`config.mk`:
```
export PLATFORM = sky130hd
export DESIGN_NAME = grj_div
export DESIGN_NICKNAME = d
export VERILOG_FILES = /design/src/grj_div.sv
export SDC_FILE = /design/constraint.sdc
export NUM_CORES = 2
export LEC_CHECK = 0
export CAP_MARGIN = 0
export CORE_MARGIN = 3
export CORE_UTILIZATION = 52
export DETAILED_ROUTE_END_ITERATION = 7
export DONT_BUFFER_PORTS = 1
export PLACE_DENSITY = 0.75
export SLEW_MARGIN = 20
export SYNTH_ARGS = -nofsm -noshare
export SYNTH_HDL_FRONTEND = slang
export SYNTH_SLANG_ARGS = --single-unit
```
`constraint.sdc`:
```
create_clock -name clock -period 7.85 [get_ports clock]
set_clock_uncertainty 0.1 [all_clocks]
set_input_delay 1.57 -clock clock [delete_from_list [all_inputs] [get_ports clock]]
set_output_delay 1.57 -clock clock [all_outputs]
set_load 0.05 [all_outputs]
```
`src/grj_div.sv`:
```
`timescale 1ns / 1ps
`default_nettype none

module grj_div #(
   parameter int QW = 22,
   parameter int DW = 31,
   parameter int SW = 1
) (
   input  wire logic          clock,
   input  wire logic          reset,
   input  wire logic          en,
   input  wire logic          in_valid,
   input  wire logic [DW-1:0] in_rem,
   input  wire logic [QW-1:0] in_num,
   input  wire logic [DW-1:0] divisor,
   input  wire logic [SW-1:0] in_side,
   output logic               out_valid,
   output logic [QW-1:0]      out_quot,
   output logic [SW-1:0]      out_side
);

   logic          val_ff  [QW];
   logic [DW-1:0] rem_ff  [QW];
   logic [QW-1:0] nq_ff   [QW];
   logic [SW-1:0] side_ff [QW];

   for (genvar s = 0; s < QW; s++) begin : g_stage
      logic          val_in;
      logic [DW-1:0] rem_in;
      logic [QW-1:0] nq_in;
      logic [SW-1:0] side_in;
      logic [DW:0]   trial;
      logic [DW:0]   diff;
      logic          take;

      if (s == 0) begin : g_first
         assign val_in  = in_valid;
         assign rem_in  = in_rem;
         assign nq_in   = in_num;
         assign side_in = in_side;
      end else begin : g_next
         assign val_in  = val_ff[s-1];
         assign rem_in  = rem_ff[s-1];
         assign nq_in   = nq_ff[s-1];
         assign side_in = side_ff[s-1];
      end

      assign trial = {rem_in, nq_in[QW-1]};
      assign take  = trial >= {1'b0, divisor};
      assign diff  = trial - {1'b0, divisor};

      always_ff @(posedge clock) begin
         if (reset) begin
            val_ff[s] <= 1'b0;
         end else if (en) begin
            val_ff[s] <= val_in;
         end
      end

      always_ff @(posedge clock) begin
         if (en) begin
            rem_ff[s]  <= take ? diff[DW-1:0] : trial[DW-1:0];
            nq_ff[s]   <= {nq_in[QW-2:0], take};
            side_ff[s] <= side_in;
         end
      end
   end

   assign out_valid = val_ff[QW-1];
   assign out_quot  = nq_ff[QW-1];
   assign out_side  = side_ff[QW-1];

endmodule

`default_nettype wire

```
## Word level (Yosys, flattened, before mapping)

Memories as Yosys holds them, arrays and structs flattened.
Cells that the tools add are included.

- $add $sub $neg: 22
- Order comparisons: 22
- Muxes and demuxes: 50
- Bitwise logic cells: 22

Operators by type and width:

| operator | count |
|---|---|
| $ge 32x31->1 | 22 |
| $mux 31 | 22 |
| $sub 31x31->31 | 22 |
| $mux 1 | 28 |
| $or 1x1->1 | 22 |

- Register bits after elaboration: 0
- Bits in writable memories: 1210
- Bits of input ports: 89
- Output and inout bits: 24
- Logic and storage cells: 120
- Memories kept: 4

Memory list:

| memory | depth | bits a word | rd ports | clocked after memory_dff | write ports | line | text |
|---|---|---|---|---|---|---|---|
| rem_ff | 22 | 31 | 21 | 0 | 22 | 23 | `logic [DW-1:0] rem_ff [QW];` |
| nq_ff | 22 | 22 | 22 | 0 | 22 | 24 | `logic [QW-1:0] nq_ff [QW];` |
| side_ff | 22 | 1 | 22 | 0 | 22 | 25 | `logic [SW-1:0] side_ff [QW];` |
| val_ff | 22 | 1 | 22 | 0 | 22 | 22 | `logic val_ff [QW];` |

## Logic depth before layout (Yosys ltp)

- Depth in word-level cells: 4
- Mapped depth: 16
- Gate-level depth less buffers: 14

## Least setup slack after synthesis

OpenSTA, ideal clock, no wires.

- Kind: input -> register
- Start point: input port divisor[2]
- End point: memory rem_ff[6][8], in the netlist rem_ff[0][194], data pin
- Arrival time: 4446 ps
- Setup slack: 3042 ps
- Cell stages on the path: 12
- Path buffers: 1
- Cell sequence: inv_1 > ha_1 > nor2b_1 > o31a_1 > o311a_1 > a21oi_2 > a21oi_1 > o21ai_1 > a21oi_1 > a2111oi_4 > buf_2 > mux2_1

RTL lines:

| element | line | text |
|---|---|---|
| from (decl) | 15 | `input wire logic [DW-1:0] divisor,` |
| to (decl) | 23 |  |

==> summary.md <==
| Metric | Value |
|---|---|
| Status | finished, final reports clean |
| Top_reg_cell synth | edfxtp_1 |
| Most common cell after layout, fill and taps aside | edfxtp_1 |
| Residual DRC | 0 |
| Total die area | 0.149 mm^2 |
| Simple-gate area share of the yosys netlist | 0.110 |
| Initial Util | 0.524 |
| Largest net degree at the start of global routing | 1160 |
| Minimum clock period | 5190 ps |
| Synth-to-layout area growth | 9.39% |
| Fraction of layout cells with a size suffix above 1 | 0.0821 |
| Routed vias | 55200 |
| Hold buffers post-CTS | 0 |
| Peak VDD IR | 224 uV |
| Syn_area_per_cell | 10.8 um^2 |
| Nature of the critical path startpoint | input pin |
| Nets | 7814 |
| Warnings, synthesis | 0 |
| First-pass GRT wire length | 295 mm |
| WL/cell | 21.0 um |
| Pwr per Cell Area | 445 mW/mm^2 |
| Endpoints failing hold | 0 |
| H-tree depth | 4 |
| Largest family of logic cells by synthesized area | compound AO/OA/AOI/OAI gates |
| Fin Setup TNS | 0 ps |
| Data required time of the critical path | 8290 ps |
| Synthesized cell area | 0.0753 mm^2 |
| Syn_nets | 7753 |
| Worst-margin pin slew | 1190 ps |
| IO buf count | 0 |
| Post-DP HPWL | 134 mm |
| Tot Pwr | 0.0366 W |
| Min-Delay Path Class | reg -> reg |
| Pre-CTS setup slack | 1920 ps |
| Fin worst setup slack | 2660 ps |
| Global route overflow | 0 |
| Crit path max fanout | 38 |
| Final core utilization | 0.574 |
| Pleak | 32.8 nW |
| Peak Freq | 193 MHz |
| Final GP Congestion | 0.951 |
| Slew headroom | 0.209 |
| Arrival @ worst endpoint | 5630 ps |
| Num rows | 139 |
| Root Buffer | clkbuf_16 |
| Clk_lat worst skew | 790 ps |
| Crit. End Element | flop |
| Longest Clk Path Bufs | 3 |
| Final worst-path cycle share | 0.661 |
| Die Ht | 387 um |
| Ys async rst share | 0 |
| Vias in the first global route | 53200 |
| Clock tree from TritonCTS | yes |
| WS Path Type | in -> reg |
| Adder-cell share of the synthesized area | 0.119 |
| Core footprint | 0.144 mm^2 |
| Drt total wl | 189 mm |
| Sequential-to-total area share from yosys stat | 0.470 |
| CTS Buf Count | 138 |
| Yosys reg bits | 1179 |
| Synth Area in Compound Gates | 0.180 |
| EDFF count, synth | 1179 |
| Multiplexer area fraction after synthesis | 0.0373 |
| Die Wd | 387 um |
| Post_cts resized | 0 |
| Post-synth cell types | 98 |
| Max-cap viol count | 0 |
| Initial antenna violation count | 7 |
| Top-level I/O count | 113 |
| DRT iter0 DRCs | 4499 |
| Post-Syn Instances | 6961 |
| Slew Limit Fails | 0 |
| RSZ-0062 raised after global routing | no |
| Setup Fix Bufs, Post-CTS | 0 |
| Detail Route Antenna Nets | 0 |
| GRT Total Usage | 0.247 |
| Via density | 6.12 |
| XOR/XNOR Fraction of Synth Area | 0.0637 |
| Clk sinks | 1179 |
| Drt first pass iters | 8 |
| Clock-pin slew on the worst setup and hold paths | 60 ps |
| Most frequent cells in the layout | edfxtp_1, a21oi_1, ha_1 |
| Final Setup Violations | 0 |
| Fin Hold WS | 289 ps |
-- worst max-delay path, cell delays in order --
cell and delay (ps):
inv_1 530, buf_4 410, ha_1 280, nor2b_1 150, o21ai_0 110, a21oi_1 280
o211ai_1 150, o211ai_1 230, a31oi_1 130, o41ai_1 390, a211o_1 510, buf_4 450
mux2_2 380
-- metrics by stage --
step | instance area (um^2) | std cells
2_1_floorplan | 75300 | 6961
3_3_place_gp | 77700 | 8779
3_5_place_dp | 77700 | 8779
4_1_cts | 82200 | 9024
5_1_grt | 82400 | 9031
6_report | 82400 | 9032
-- layer usage --
metal | global-route usage | share of wire
met2 | 0.419 | 0.48
met3 | 0.0417 | 0.061
met1 | 0.312 | 0.41
met5 | 0 | 0
met4 | 0.107 | 0.044
-- cell type report --
class	count	area [um^2]
sequential	1179	35400
tap	1903	2380
clock inverter	85	1020
inverter	223	837
multi-input combinational	5402	38400
fill	11900	61300
clock buffer	160	3540
antenna	2	5.00
timing repair buffer	78	793
-- logic make-up after synthesis --
| logic type | after synthesis |
|---|---|
| AOI/OAI and AO/OA | 2155 |
| and+or+nand+nor | 1745 |
| DFF | 1179 |
| adders and majority gates | 703 |
| xor gates and xnor gates | 548 |
| buffers and inverters | 380 |
| muxes | 251 |
-- flip-flops by register name, summed over array words and instances (netlist names) --
register,count
nq_ff,484
rem_ff,651
side_ff,22
val_ff,22
-- power breakdown --
part	internal [W]	total (W)	switching, W
clock	0.00368	0.00642	0.00274
sequential	0.0102	0.0116	0.00142
combinational	0.00815	0.0186	0.0105
total	0.0220	0.0366	0.0146
-- path summary, 6_finish.rpt --
check	from	end	slack, ps	cells after the start
setup / recovery	divisor[2]	rem_ff[0][100]	2660	13
hold / removal	nq_ff[2][74]	nq_ff[3][9]	290	0
setup reg to reg	nq_ff[4][65]	rem_ff[2][116]	3530	13
hold reg to reg	nq_ff[2][74]	nq_ff[3][9]	290	0
-- synth_stat cells, drive strengths merged, types with 11 or more instances --
cell type	number	area, um^2
a31oi	63	394
nor2b	90	563
o21a	94	706
inv	223	837
o211ai	40	305
a21oi	763	3820
edfxtp	1179	35400
or3	34	213
nand4	99	619
a211o	11	96.3
a41oi	17	171
xnor2	317	2780
o21ai	453	2280
nand2	486	1820
a221oi	11	115
a2111oi	13	145
o31a	28	245
a21o	353	2650
xor2	231	2020
nor3	69	350
buf	67	387
nand2b	78	488
and3	60	380
a211oi	50	390
o2111ai	16	140
and2	59	369
mux2	236	2660
fa	21	420
nor4	13	81.3
nor2	535	2010
a21boi	27	206
and4	22	193
nand3	133	671
o31ai	34	270
clkbuf	90	338
mux2i	15	150
ha	682	8530
o21bai	76	571
o41ai	12	131
or2	27	169
Note: power is estimated with default switching activity, not from simulation.
